<file path="src/sv/paired_actuator_drive_tracker_top_defines.svh">
// Assertion macros for the paired actuator drive tracker.
`ifndef PAIRED_ACTUATOR_DRIVE_TRACKER_TOP_DEFINES_SVH
`define PAIRED_ACTUATOR_DRIVE_TRACKER_TOP_DEFINES_SVH
`ifndef SYNTHESIS
// Checked with reset masked.
`define PADT_ASSERT(lbl, prop, msg) \
   lbl: assert property (@(posedge clock) disable iff (reset) prop) else $error(msg);
// Checked at every edge, reset included.
`define PADT_ASSERT_NR(lbl, prop, msg) \
   lbl: assert property (@(posedge clock) prop) else $error(msg);
`else
`define PADT_ASSERT(lbl, prop, msg)
`define PADT_ASSERT_NR(lbl, prop, msg)
`endif
`endif

</file>
<file path="src/sv/padt_pkg.sv">
// Types and constants shared by the paired actuator drive tracker.
package padt_pkg;

   localparam logic [2:0] OP_FWD   = 3'd0;
   localparam logic [2:0] OP_BWD   = 3'd1;
   localparam logic [2:0] OP_OFF   = 3'd2;
   localparam logic [2:0] OP_BRAKE = 3'd3;
   localparam logic [2:0] OP_POLL  = 3'd4;
   localparam logic [2:0] OP_READ  = 3'd5;

   localparam logic [1:0] CODE_OFF   = 2'd0;
   localparam logic [1:0] CODE_FWD   = 2'd1;
   localparam logic [1:0] CODE_BWD   = 2'd2;
   localparam logic [1:0] CODE_BRAKE = 2'd3;

   localparam logic [1:0] POS_CLOSED  = 2'd0;
   localparam logic [1:0] POS_OPEN    = 2'd1;
   localparam logic [1:0] POS_BETWEEN = 2'd2;

   localparam logic [1:0] CSR_PAIR_MAP = 2'd0;
   localparam logic [1:0] CSR_COUNT    = 2'd1;

   localparam logic [20:0] PAIR_MAP_RESET = 21'd1754760;
   localparam logic [2:0]  COUNT_RESET    = 3'd7;

   typedef struct packed {
      logic [2:0] opcode;
      logic [2:0] actuator;
   } req_type;

   typedef struct packed {
      logic [2:0] index;
      logic [1:0] drive_code;
      logic [1:0] position;
      logic       last;
   } rsp_type;

   // One memory word per actuator.
   typedef struct packed {
      logic [1:0] drive;
      logic [1:0] polled;
      logic [1:0] position;
   } entry_type;

endpackage

</file>
<file path="src/sv/paired_actuator_drive_tracker_top.sv">
// Paired actuator drive tracker: command decode, state memory and result walk.
//
// The req channel takes one item per command: opcode and actuator index.
// Drive commands (forward, backward, off, brake) update the named actuator
// and its partner from the pair map; they give no result and are done as
// a read-modify-write of the state memory: the entry is read on acceptance
// and written in ST_DMOD; a valid partner is read there, written in ST_PMOD.
// Polls and position reads give one rsp item per actuator in use, index 0
// first, with last set on the final one. Each result passes the registered
// memory read and the rsp register, and the walk produces one result per
// cycle while rsp_ready is high. The rsp register lets a new item be
// accepted while the final result still waits.
// When the receiver stalls, the walk holds on the current entry and the
// memory read data stays put until the result register frees up.
// Reset clears the valid bit of every memory entry, so all drive codes
// and positions read as off and closed; the pair map and actuator count
// return to their defaults. The csr port writes the pair map (index 0)
// or the actuator count (index 1) and should only be used while idle.
`include "paired_actuator_drive_tracker_top_defines.svh"
module paired_actuator_drive_tracker_top
   import padt_pkg::*;
#(
   parameter int unsigned MAX_ACTUATORS = 7
) (
   input  logic        clock,
   input  logic        reset,
   input  logic        req_valid,
   output logic        req_ready,
   input  req_type     req_data,
   output logic        rsp_valid,
   input  logic        rsp_ready,
   output rsp_type     rsp_data,
   input  logic        csr_we,
   input  logic [1:0]  csr_index,
   input  logic [20:0] csr_wdata
);

   localparam int unsigned AW  = (MAX_ACTUATORS > 1) ? $clog2(MAX_ACTUATORS) : 1;
   localparam int unsigned CAP = (MAX_ACTUATORS < 7) ? MAX_ACTUATORS : 7;
   localparam logic [2:0]  CAP3 = 3'(CAP);

   typedef enum logic [2:0] {
      ST_IDLE,
      ST_DMOD,
      ST_PMOD,
      ST_SCAN
   } state_type;

   state_type        state_ff, state_in;
   logic [20:0]      pair_map_ff;
   logic [2:0]       count_ff;
   logic [2:0]       act_ff, act_in;
   logic [1:0]       code_ff, code_in;
   logic             poll_ff, poll_in;
   logic [2:0]       idx_ff, idx_in;
   logic             rsp_valid_ff, rsp_valid_in;
   rsp_type          rsp_ff, rsp_in;

   entry_type        mem [MAX_ACTUATORS];
   logic [MAX_ACTUATORS-1:0] valid_ff;
   entry_type        rd_data_ff;
   logic             rd_valid_ff;
   logic             rd_en, mem_we;
   logic [AW-1:0]    rd_addr, wr_addr;
   entry_type        wr_data;

   logic [2:0]       n_use;
   logic [2:0]       partner;
   logic             partner_ok;
   logic             slot_free;
   entry_type        ent, ent_drive, ent_poll;

   // Count of zero acts as one; the count is capped at the memory depth.
   always_comb begin
      if (count_ff == 3'd0) begin
         n_use = 3'd1;
      end else if (count_ff > CAP3) begin
         n_use = CAP3;
      end else begin
         n_use = count_ff;
      end
   end

   assign partner    = pair_map_ff[3*act_ff +: 3];
   assign partner_ok = (partner < n_use) && (partner != act_ff);
   assign slot_free  = !rsp_valid_ff || rsp_ready;
   assign ent        = rd_valid_ff ? rd_data_ff : '0;

   // Drive update keeps the polled code of the entry.
   always_comb begin
      ent_drive       = ent;
      ent_drive.drive = code_ff;
      if ((code_ff == CODE_FWD) || (code_ff == CODE_BWD)) begin
         ent_drive.position = POS_BETWEEN;
      end
   end

   // A code that went to off since the last poll settles the position.
   always_comb begin
      ent_poll        = ent;
      ent_poll.polled = ent.drive;
      if (ent.drive == CODE_OFF) begin
         if (ent.polled == CODE_FWD) begin
            ent_poll.position = POS_OPEN;
         end else if (ent.polled == CODE_BWD) begin
            ent_poll.position = POS_CLOSED;
         end
      end
   end

   assign req_ready = (state_ff == ST_IDLE);

   always_comb begin
      state_in     = state_ff;
      act_in       = act_ff;
      code_in      = code_ff;
      poll_in      = poll_ff;
      idx_in       = idx_ff;
      rsp_in       = rsp_ff;
      rsp_valid_in = rsp_valid_ff && !rsp_ready;
      rd_en        = 1'b0;
      rd_addr      = '0;
      mem_we       = 1'b0;
      wr_addr      = '0;
      wr_data      = ent_drive;
      unique case (state_ff)
         ST_IDLE: begin
            if (req_valid) begin
               act_in  = req_data.actuator;
               poll_in = (req_data.opcode == OP_POLL);
               idx_in  = 3'd0;
               unique case (req_data.opcode)
                  OP_FWD:   code_in = CODE_FWD;
                  OP_BWD:   code_in = CODE_BWD;
                  OP_OFF:   code_in = CODE_OFF;
                  default:  code_in = CODE_BRAKE;
               endcase
               if ((req_data.opcode <= OP_BRAKE) && (req_data.actuator < n_use)) begin
                  rd_en    = 1'b1;
                  rd_addr  = AW'(req_data.actuator);
                  state_in = ST_DMOD;
               end else if ((req_data.opcode == OP_POLL) || (req_data.opcode == OP_READ)) begin
                  rd_en    = 1'b1;
                  rd_addr  = '0;
                  state_in = ST_SCAN;
               end
            end
         end
         ST_DMOD: begin
            mem_we  = 1'b1;
            wr_addr = AW'(act_ff);
            if (partner_ok) begin
               rd_en    = 1'b1;
               rd_addr  = AW'(partner);
               state_in = ST_PMOD;
            end else begin
               state_in = ST_IDLE;
            end
         end
         ST_PMOD: begin
            mem_we   = 1'b1;
            wr_addr  = AW'(partner);
            state_in = ST_IDLE;
         end
         ST_SCAN: begin
            if (slot_free) begin
               mem_we       = poll_ff;
               wr_addr      = AW'(idx_ff);
               wr_data      = ent_poll;
               rsp_valid_in = 1'b1;
               rsp_in.index = idx_ff;
               rsp_in.last  = (idx_ff == n_use - 3'd1);
               if (poll_ff) begin
                  rsp_in.drive_code = ent_poll.drive;
                  rsp_in.position   = ent_poll.position;
               end else begin
                  rsp_in.drive_code = ent.drive;
                  rsp_in.position   = ent.position;
               end
               if (idx_ff == n_use - 3'd1) begin
                  state_in = ST_IDLE;
               end else begin
                  idx_in   = idx_ff + 3'd1;
                  rd_en    = 1'b1;
                  rd_addr  = AW'(idx_ff + 3'd1);
               end
            end
         end
         default: begin
            state_in = ST_IDLE;
         end
      endcase
   end

   always_ff @(posedge clock) begin
      if (reset) begin
         state_ff     <= ST_IDLE;
         rsp_valid_ff <= 1'b0;
      end else begin
         state_ff     <= state_in;
         rsp_valid_ff <= rsp_valid_in;
      end
      act_ff  <= act_in;
      code_ff <= code_in;
      poll_ff <= poll_in;
      idx_ff  <= idx_in;
      rsp_ff  <= rsp_in;
   end

   always_ff @(posedge clock) begin
      if (reset) begin
         pair_map_ff <= PAIR_MAP_RESET;
         count_ff    <= COUNT_RESET;
      end else if (csr_we) begin
         if (csr_index == CSR_PAIR_MAP) begin
            pair_map_ff <= csr_wdata;
         end else if (csr_index == CSR_COUNT) begin
            count_ff <= csr_wdata[2:0];
         end
      end
   end

   // State memory: one write and one read port, registered read data.
   always_ff @(posedge clock) begin
      if (mem_we) begin
         mem[wr_addr] <= wr_data;
      end
      if (rd_en) begin
         rd_data_ff  <= mem[rd_addr];
         rd_valid_ff <= valid_ff[rd_addr];
      end
   end

   // An entry never written since reset reads as off and closed.
   always_ff @(posedge clock) begin
      if (reset) begin
         valid_ff <= '0;
      end else if (mem_we) begin
         valid_ff[wr_addr] <= 1'b1;
      end
   end

   assign rsp_valid = rsp_valid_ff;
   assign rsp_data  = rsp_ff;

   `PADT_ASSERT(a_no_same_entry, (mem_we && rd_en) |-> (wr_addr != rd_addr), "read and write hit one entry")
   `PADT_ASSERT(a_last_index, (rsp_valid_ff && rsp_ff.last) |-> (rsp_ff.index == n_use - 3'd1), "last flag on wrong index")
   `PADT_ASSERT(a_rsp_from_scan, $rose(rsp_valid_ff) |-> $past(state_ff == ST_SCAN), "result loaded outside walk")
   `PADT_ASSERT_NR(a_reset_clears, $past(reset) |-> (valid_ff == '0), "valid bits not cleared by reset")

endmodule

</file>
<file path="config.mk">
export PLATFORM = sky130hd
export DESIGN_NAME = paired_actuator_drive_tracker_top
export DESIGN_NICKNAME = d
export VERILOG_FILES = /design/src/sv/padt_pkg.sv /design/src/sv/paired_actuator_drive_tracker_top.sv
export VERILOG_INCLUDE_DIRS = /design/src /design/src/sv
export SDC_FILE = /design/constraint.sdc
export NUM_CORES = 1
export LEC_CHECK = 0
export BUFFER_PORTS_ARGS = -buffer_cell sky130_fd_sc_hd__buf_4
export CORE_MARGIN = 3
export CORE_UTILIZATION = 59
export DETAILED_ROUTE_END_ITERATION = 8
export GPL_TIMING_DRIVEN = 0
export PLACE_DENSITY = 0.78
export SYNTH_ARGS = -nofsm -noshare
export SYNTH_HDL_FRONTEND = slang
export SYNTH_SLANG_ARGS = --single-unit
</file>
<file path="constraint.sdc">
create_clock -name clock -period 3.92 [get_ports clock]
set_input_delay 0 -clock clock [delete_from_list [all_inputs] [get_ports clock]]
set_output_delay 0 -clock clock [all_outputs]
set_load 0.03 [all_outputs]
</file>
# ---- After elaboration in Yosys (flattened, before gate mapping)
# Memories as Yosys holds them, arrays and structs flattened. A register that Yosys moved wholly into a read port is not among the register bits.
# Index checks and enable logic that the tools add are counted.
dict set report word_totals {
  output_inout_bits 10
  mem_bits_rw 42
  n_memories 1
  elab_cells 116
  latch_bits 0
  register_bits 53
  romBits 0
}
# memory words width rd rd_ports_with_merged_regs write_ports line
set memory_table {}
lappend memory_table {mem 7 6 1 1 1 paired_actuator_drive_tracker_top.sv:59} ;# entry_type mem [MAX_ACTUATORS];
dict set report op_classes {
  n_mul 1
  n_div 0
  n_shift 1
  eq_ne 19
  bitwise_logic 2
  n_addsub 2
  magnitude_cmp 7
  muxes 47
  n_reduce_logical 22
}
# cell count
set ops {}
lappend ops {{$mux 3} 16}
lappend ops {{$pmux 3 s3} 3}
lappend ops {{$shiftx 21x6->3} 1}
lappend ops {{$mux 6} 3}
lappend ops {{$mux 1} 13}
lappend ops {{$mux 2} 6}
lappend ops {{$eq 3x2->1 const B} 3}
lappend ops {{$logic_not 3->1} 3}
lappend ops {{$lt 3x4->1 const B} 2}
lappend ops {{$ne 2x2->1 const B} 4}
lappend ops {{$reduce_and 4->1} 2}
lappend ops {{$or 7x7->7} 1}
lappend ops {{$eq 2x1->1 const B} 3}
lappend ops {{$eq 3x1->1 const B} 2}
lappend ops {{$eq 3x3->1 const B} 2}
lappend ops {{$lt 3x3->1} 2}
lappend ops {{$pmux 2 s3} 1}
lappend ops {{$pmux 3 s2} 1}
lappend ops {{$reduce_and 2->1} 3}
lappend ops {{$mul 2x3->5 const A} 1}
lappend ops {{$eq 2x2->1 const B} 2}
lappend ops {{$logic_and 1x1->1} 4}
lappend ops {{$logic_not 2->1} 2}
lappend ops {{$add 3x1->3 const B} 1}
lappend ops {{other kinds (17)} 20}

# ---- Logic depth before layout (Yosys ltp)
# Gate-level depths: netlist (run 1).
dict set report depth {
  depth_word 10
  depth_mapped 15
}

# ---- Worst setup path before layout (run 1)
# No wires, ideal clock.
dict set report synth_timing {
  path_type {reg-to-reg}
  from {register act_ff[1]}
  to {register rd_valid_ff, data pin}
  slack_ps 680
  synth_period_minus_slack_ps 3240
  t_arrival_ps 2980
  stages_incl_launch_ff 15
  path_cell_list {edfxtp_1 -> buf_6 -> buf_6 -> mux2i_1 -> nand2_1 -> a21boi_1 -> o21a_1 -> ha_1 -> nand2b_1 -> or3b_1 -> a211oi_2 -> nor2_2 -> mux2_4 -> o211a_1 -> mux2_2}
}
dict set report synth_via {
  elab_chain_cells 8
  elab_cells_between_ends 9
  classes_between {mul (1); order compare (1); eq/ne (1); shift (1); mux (4); reduce/logical (1)}
}
# element line
set synth_rtl {}
lappend synth_rtl {{start: declaration} paired_actuator_drive_tracker_top.sv:52} ;# logic [2:0] act_ff, act_in;
lappend synth_rtl {{start signal: assignment} paired_actuator_drive_tracker_top.sv:203} ;# act_ff <= act_in;
lappend synth_rtl {{$mul 2x3->5} paired_actuator_drive_tracker_top.sv:84} ;# assign partner = pair_map_ff[3*act_ff +: 3];
lappend synth_rtl {{$shiftx 21x6->3} paired_actuator_drive_tracker_top.sv:84}
lappend synth_rtl {{$lt 3x3->1 or $ne 3x3->1 (tied branches)} paired_actuator_drive_tracker_top.sv:85} ;# assign partner_ok = (partner < n_use) && (partner != act_ff);
lappend synth_rtl {{$logic_and 1x1->1} paired_actuator_drive_tracker_top.sv:85}
lappend synth_rtl {{$mux 3 *} paired_actuator_drive_tracker_top.sv:152} ;# if (partner_ok) begin
lappend synth_rtl {{$pmux 3 s3 *} paired_actuator_drive_tracker_top.sv:126} ;# unique case (state_ff)
lappend synth_rtl {{$bmux 1 s3 *} paired_actuator_drive_tracker_top.sv:230} ;# rd_valid_ff <= valid_ff[rd_addr];
lappend synth_rtl {{$mux 1 (implied by the code) *} paired_actuator_drive_tracker_top.sv:230}
lappend synth_rtl {{end signal: assignment} paired_actuator_drive_tracker_top.sv:230}
lappend synth_rtl {{end: declaration} paired_actuator_drive_tracker_top.sv:62} ;# logic rd_valid_ff;
# Mark *: on every way between the ends. The rest lies on a longest branch, timed or not. The select of a mux whose other input is x is not followed.
# A chain may end at the register's enable or synchronous reset.

# ---- Worst setup path after layout (run 1)
dict set report layout_timing {
  from {register act_ff[1]}
  to {register, netlist name rd_data_ff[4]}
}
dict set report layout_via {
  elab_chain_cells 6
  elab_cells_between_ends 9
  classes_between {mul (1); order compare (1); eq/ne (1); shift (1); mux (4); reduce/logical (1)}
}
# element line
set layout_rtl {}
lappend layout_rtl {{$mul 2x3->5} paired_actuator_drive_tracker_top.sv:84}
lappend layout_rtl {{$shiftx 21x6->3} paired_actuator_drive_tracker_top.sv:84}
lappend layout_rtl {{$lt 3x3->1 or $ne 3x3->1 (tied branches)} paired_actuator_drive_tracker_top.sv:85}
lappend layout_rtl {{$logic_and 1x1->1} paired_actuator_drive_tracker_top.sv:85}
lappend layout_rtl {{$mux 3 or $mux 1 (tied branches)} paired_actuator_drive_tracker_top.sv:152}
lappend layout_rtl {{$pmux 3 s3 or $pmux 1 s3 (tied branches)} paired_actuator_drive_tracker_top.sv:126}
# Several ways; a longest one is shown, not always the timed one.

==> flow_metrics.env, run 1 <==
export IMPL_status="finished, final reports clean"
export IMPL_drive_gt1_frac=0.170
export IMPL_crit_path_start_kind="register"
export IMPL_async_flop_share=0
export IMPL_clock_latency_ps=370
export IMPL_synth_avg_cell_area_sq_um=11.1
export IMPL_place_congestion=0.876
export IMPL_cp_end_kind="register"
export IMPL_finalSetupViolations=0
export IMPL_synth_main_ff_cell="edfxtp_1"
export IMPL_synthAdderAreaFrac=0.0232
export IMPL_antenna_found_initial=0
export IMPL_period_share=0.954
export IMPL_routedWlPerCell_um=17.2
export IMPL_yosys_top_cells_area="edfxtp_1 41%, dfxtp_1 14%, mux2i_1 6.2%, nand2_1 4.6%, nor2_1 2.5%"
export IMPL_cts_buffers=9
export IMPL_hold_path_class="in -> reg"
export IMPL_die_area_sq_um=9330
export IMPL_critPathMaxFanout=10
export IMPL_fin_tns_setup_ps=0
export IMPL_hpwl_um=7580
export IMPL_max_freq_mhz=267
export IMPL_routed_via_density=5.81
export IMPL_dieWidth_um=96.6
export IMPL_grt_pass1_vias=3490
export IMPL_postCtsSetupBuffers=0
export IMPL_drv_cap=0
export IMPL_track_usage=0.234
export IMPL_synth_fp_nets=481
export IMPL_synth_top_family_by_area="simple AND/OR/NAND/NOR gates"
export IMPL_syn_inst=438
export IMPL_num_antenna_cells=0
export IMPL_synth_compound_area_frac=0.130
export IMPL_final_setup_skew_ps=13.8
export IMPL_synth_cell_types=68
export IMPL_hold_viol=0
export IMPL_worst_slew_pin_slew_ps=1000
export IMPL_peakVddDrop_mv=0.233
export IMPL_p_switching_uw=1030
export IMPL_fin_nets=566
export IMPL_wl_um=10900
export IMPL_netSwitchingFraction=0.336
export IMPL_grt_first_pass_wirelength_um=17600
export IMPL_io_pins=44
export IMPL_clkTransAtPathRegs_ps=100
export IMPL_drc=0
export IMPL_synth_most_common_cell="edfxtp_1"
export IMPL_synth_mux_area_frac=0.0837
export IMPL_cts_root_buf="clkbuf_8"
export IMPL_seqPwrFrac=0.464
export IMPL_p_per_area_nw_per_um2=523
export IMPL_slew_violations=0
export IMPL_cts_buffer_depth=2
export IMPL_htree_levels=3
export IMPL_synth_top_area_share=0.409
export IMPL_power_internal_uw=2030
export IMPL_fin_area_sq_um=5830
export IMPL_cp_required_ps=4040
export IMPL_syn_to_final_growth_pct=20.4
export IMPL_slew_headroom=0.325
export IMPL_synth_simple_gate_area_frac=0.164
export IMPL_rsz0062_at_grt="false"
export IMPL_dr_pass1_iters=5
export IMPL_comb_power_share=0.315
export IMPL_synth_common_cells="66 x edfxtp_1, 60 x nand2_1, 34 x dfxtp_1"
export IMPL_synth_seq_cells=100
export IMPL_num_vias=3662
export IMPL_period_minus_slack_ps=3740
export IMPL_cts_tree="done"
export IMPL_synth_top_area_cell="edfxtp_1"
export IMPL_clockPowerShare=0.221
export IMPL_p_leak_uw=0.00239
export IMPL_die_y_um=96.6
export IMPL_syn_area_sq_um=4840
export IMPL_fillers=539
export IMPL_dpl_cell_area_sq_um=5290
export IMPL_cts_sinks=100
export IMPL_synth_edff_count=66
export IMPL_rows=32
export IMPL_initial_core_util=0.617
export IMPL_drtIter0Drc=236
export IMPL_grt_overflow=0
export IMPL_io_buffers=43
export IMPL_ant_nets=0
export IMPL_synth_xor_area_share=0.00904
export IMPL_cp_arrival_ps=3860
export IMPL_path_class="reg -> reg"
export IMPL_core_sq_um=7850
export IMPL_grt_max_degree=19
export IMPL_yosys_warnings=0
export IMPL_seq_area_frac_synth=0.550
final cells by class:
type	count	area (sq um)	share of cell area
Sequential cell	100	2660	0.457
Multi-Input combinational cell	296	2010	0.344
Timing Repair Buffer	74	633	0.109
Tap cell	102	128	0.0219
Clock buffer	9	124	0.0212
Buffer	20	115	0.0197
Inverter	22	82.6	0.0142
Clock inverter	7	80.1	0.0137
path summary, 6_finish.rpt:
check / startpoint / depth (start not counted) / slack [ps] / to
hold / removal: csr_index[1] / 4 / 70 / pair_map_ff[0]$_SDFFE_PP0P_
hold reg to reg: pair_map_ff[18]$_SDFFE_PP0P_ / 2 / 460 / pair_map_ff[18]$_SDFFE_PP0P_
setup reg to reg: act_ff[1]$_DFFE_PP_ / 15 / 180 / rd_data_ff[4]$_DFFE_PP_
setup / recovery: act_ff[1]$_DFFE_PP_ / 15 / 180 / rd_data_ff[4]$_DFFE_PP_
power groups by stage:
stage | combinational, uW | sequential, uW | clock (uW)
2_1_floorplan | 662 | 1420 | 0
3_3_place_gp | 874 | 1430 | 0
3_5_place_dp | 903 | 1430 | 0
4_1_cts | 939 | 1410 | 687
5_1_grt | 1050 | 1430 | 731
6_report | 961 | 1420 | 674
through the flow:
stage	worst slack, ps	power, uW	hold WS (ps)	utilization	instances
finish	180	3050	65.6	0.743	630
floorplan	680	2080	98.9	-	438
detailed placement	85.0	2340	209	0.675	583
global placement	147	2300	203	0.675	583
global route	15.2	3210	62.6	0.743	630
CTS	27.3	3040	23.4	0.740	630
kinds of logic (layout without fill, tap and decap cells):
| logic type | after synthesis | in the layout |
|---|---|---|
| simple gates | 157 | 157 |
| mux | 39 | 39 |
| xor+xnor | 5 | 5 |
| buf+inv | 42 | 132 |
| fa+ha+maj | 9 | 9 |
| compound gates | 86 | 86 |
| flops | 100 | 100 |
sequential cells by signal, indices dropped and copies added, names as in the netlist:
signal       count
rd_valid_ff      1
act_ff           3
mem             42
count_ff         3
rd_data_ff       6
pair_map_ff     21
rsp_valid        1
valid_ff         7
state_ff         2
idx_ff           3
rsp_data         8
code_ff          2
poll_ff          1
placed cells by master, fill, tap and decap left out, types with 10 or more instances in the layout:
cell type       n
inv_1          19
dlygate4sd3_1  31
edfxtp_1       66
dfxtp_1        34
clkbuf_1       10
buf_4          47
nand3b_1       14
nand2_1        60
a21oi_1        21
nor2_1         32
mux2i_1        29
what timing repair did:
action | in CTS | in global routing
gates resized for setup | 0 | 5
endpoints found under the hold margin | 33 | 0
hold buffers | 31 | 0
setup endpoints to repair | 0 | 7
per-layer routing:
metal	track usage	up-vias	wire, um
met2	0.362	130	5060
met5	0	-	0
met3	0.0584	13	686
met1	0.339	1759	5000
li1	-	1760	-
met4	0.0464	0	120
critical path: stages, from the launching register on:
cell and delay [ps]:
edfxtp_1 350, buf_6 150, buf_6 170, mux2i_4 260
nand2_1 100, a21boi_1 140, o21a_1 230, ha_1 210
nand2b_1 150, or3b_1 390, a211oi_2 280, o21ba_1 170
clkbuf_4 210, mux2i_1 270, mux2i_1 120, mux2_2 280
Note: power is estimated with default switching activity, not from simulation.
==> inputs of run 2 (changes only) <==
- ABC_AREA: default -> 1
- CORE_UTILIZATION: 59 -> 60
- CTS_CLUSTER_DIAMETER: default -> 80
- PLACE_DENSITY: 0.78 -> 0.79
- clock period: 3.92 -> 4.32 ns (I/O delays scaled with it)
==> flow_metrics.env, run 2 <==
export IMPL_status="finished, final reports clean"
export IMPL_largest_register_ffs=42
export IMPL_syn_area_sq_um=4890
export IMPL_postCtsSetupBuffers=0
export IMPL_grt_first_pass_wirelength_um=18200
export IMPL_worst_slew_pin_slew_ps=1090
export IMPL_r2r_setup_slack_ps=1350
export IMPL_rsz0062_at_grt="false"
export IMPL_seq_area_frac_synth=0.544
export IMPL_crit_start="state_ff[1]$_SDFFE_PP0P_"
export IMPL_track_usage=0.258
export IMPL_r2r_cells=10
export IMPL_die_area_sq_um=9280
export IMPL_period_minus_slack_ps=2970
export IMPL_drv_cap=0
export IMPL_fin_tns_setup_ps=0
export IMPL_yosys_top_cells_area="edfxtp_1 41%, dfxtp_1 14%, nand2_1 10%, inv_1 6.7%, nand3_1 6.6%"
export IMPL_synth_seq_cells=100
export IMPL_post_layout_nonfiller_instances=757
export IMPL_synth_avg_cell_area_sq_um=8.63
export IMPL_rows=32
export IMPL_clockPowerShare=0.189
export IMPL_r2r_start="state_ff[1]$_SDFFE_PP0P_"
export IMPL_routedWlPerCell_um=14.7
export IMPL_timing_rr_end="mem[6][5]$_DFFE_PP_"
export IMPL_clkTransAtPathRegs_ps=100
export IMPL_grt_pass1_vias=3901
export IMPL_drtIter0Drc=283
export IMPL_cts_buffers=9
export IMPL_num_antenna_cells=0
export IMPL_max_freq_mhz=337
export IMPL_final_common_cell="nand2_1"
export IMPL_ant_nets=0
export IMPL_seqPwrFrac=0.413
export IMPL_netSwitchingFraction=0.400
export IMPL_synth_most_common_cell="nand2_1"
export IMPL_cts_sinks=100
export IMPL_comb_power_share=0.399
export IMPL_final_setup_skew_ps=15.2
export IMPL_clock_latency_ps=370
export IMPL_cts_root_buf="clkbuf_8"
export IMPL_grt_max_degree=19
export IMPL_hold_path_class="in -> reg"
export IMPL_htree_levels=3
export IMPL_synth_cell_types=37
export IMPL_crit_path_start_kind="register"
export IMPL_cp_endpoint="mem[6][5]$_DFFE_PP_"
export IMPL_dr_pass1_iters=5
export IMPL_dpl_cell_count=711
export IMPL_wl_um=11100
export IMPL_yosys_warnings=0
export IMPL_hold_viol=0
export IMPL_slew_headroom=0.269
export IMPL_p_per_area_nw_per_um2=562
export IMPL_largest_register="mem"
export IMPL_synth_fp_nets=610
export IMPL_synth_top_area_share=0.405
export IMPL_period_share=0.687
export IMPL_grt_overflow=0
export IMPL_cts_buffer_depth=2
export IMPL_die_y_um=96.3
export IMPL_io_buffers=42
export IMPL_hpwl_um=7860
export IMPL_place_congestion=0.917
export IMPL_num_vias=4090
export IMPL_cp_arrival_ps=2970
export IMPL_layout_common_cells="134 x nand2_1, 87 x inv_1, 66 x edfxtp_1"
export IMPL_p_leak_uw=0.00262
export IMPL_cp_required_ps=4320
export IMPL_path_class="reg -> reg"
export IMPL_fin_nets=693
export IMPL_synth_edff_count=66
export IMPL_finalSetupViolations=0
export IMPL_cts_hold_buf=30
export IMPL_synth_common_cells="134 x nand2_1, 87 x inv_1, 66 x edfxtp_1"
export IMPL_cts_tree="done"
export IMPL_drive_gt1_frac=0.148
export IMPL_peakVddDrop_mv=0.279
export IMPL_core_sq_um=7810
export IMPL_cts_resized=0
export IMPL_power_internal_uw=1970
export IMPL_drc=0
export IMPL_synth_top_area_cell="edfxtp_1"
export IMPL_synth_main_ff_cell="edfxtp_1"
export IMPL_cp_end_kind="register"
export IMPL_io_pins=44
export IMPL_p_switching_uw=1310
export IMPL_dieWidth_um=96.3
export IMPL_initial_core_util=0.627
export IMPL_syn_to_final_growth_pct=19.4
export IMPL_async_flop_share=0
export IMPL_routed_via_density=5.40
export IMPL_critPathMaxFanout=17
export IMPL_slew_violations=0
export IMPL_syn_inst=567
export IMPL_antenna_found_initial=0
-- run 2: worst max-delay path, cell delays in order (launching register included) --
cell	delay [ps]
dfxtp_1	420
ha_1	220
inv_1	110
nor2_1	150
buf_2	330
nand2_1	120
a21oi_1	190
inv_1	80
nor2_1	120
inv_1	80
nor3_1	770
-- run 2: logic make-up after synthesis --
kind of cell,synth area share
AND/OR/NAND/NOR,0.251
buffers and inverters,0.0961
flip-flops,0.544
AO/OA/AOI/OAI,0.0826
adder cells (fa/ha/maj),0.0230
XOR/XNOR,0.00358
-- run 2: power groups by stage --
stage / Sequential (uW) / Clock [uW] / Combinational [uW]
final: 1350 / 619 / 1310
after floorplan: 1370 / 0 / 908
after global placement: 1370 / 0 / 1200
after CTS: 1350 / 630 / 1290
after global routing: 1370 / 660 / 1460
after detailed placement: 1370 / 0 / 1260
-- run 2: metrics by stage --
stage          worst slack [ps]   util  hold WS (ps)  cell area [sq um]  power, uW
2_1_floorplan              1920      -          98.9               4890       2280
3_3_place_gp               1450  0.683           206               5340       2570
3_5_place_dp               1370  0.683           212               5340       2640
4_1_cts                    1360  0.748          25.7               5840       3270
5_1_grt                     897  0.748          53.8               5840       3490
6_report                   1350  0.748          55.3               5840       3280
-- run 2: per-layer routing --
metal | routed length (um) | track usage | share of wire | vias up
met4 | 212 | 0.103 | 0.019 | 0
met1 | 4890 | 0.344 | 0.44 | 1915
met2 | 5380 | 0.414 | 0.48 | 149
li1 | - | - | - | 2005
met3 | 642 | 0.0508 | 0.058 | 21
met5 | 0 | 0 | 0 | -
-- run 2: worst min path at each step --
stage	cells past startpoint	start	endpoint
4_1_cts	4	csr_index[0]	count_ff[0]$_SDFFE_PP1P_
2_1_floorplan	0	req_data[0]	act_ff[0]$_DFFE_PP_
3_3_place_gp	1	req_data[0]	act_ff[0]$_DFFE_PP_
6_report	4	csr_index[0]	count_ff[0]$_SDFFE_PP1P_
3_5_place_dp	1	req_data[2]	act_ff[2]$_DFFE_PP_
5_1_grt	4	csr_index[0]	count_ff[2]$_SDFFE_PP1P_
-- run 2: final cells by class --
type	count	area, sq um
plain buffers	20	121
clock buffers	9	124
clock inverters	7	80.1
fillers	573	1970
inverters	93	349
multi-input cells	354	1760
flip-flops and latches	100	2660
well taps	102	128
repair buffers	72	616
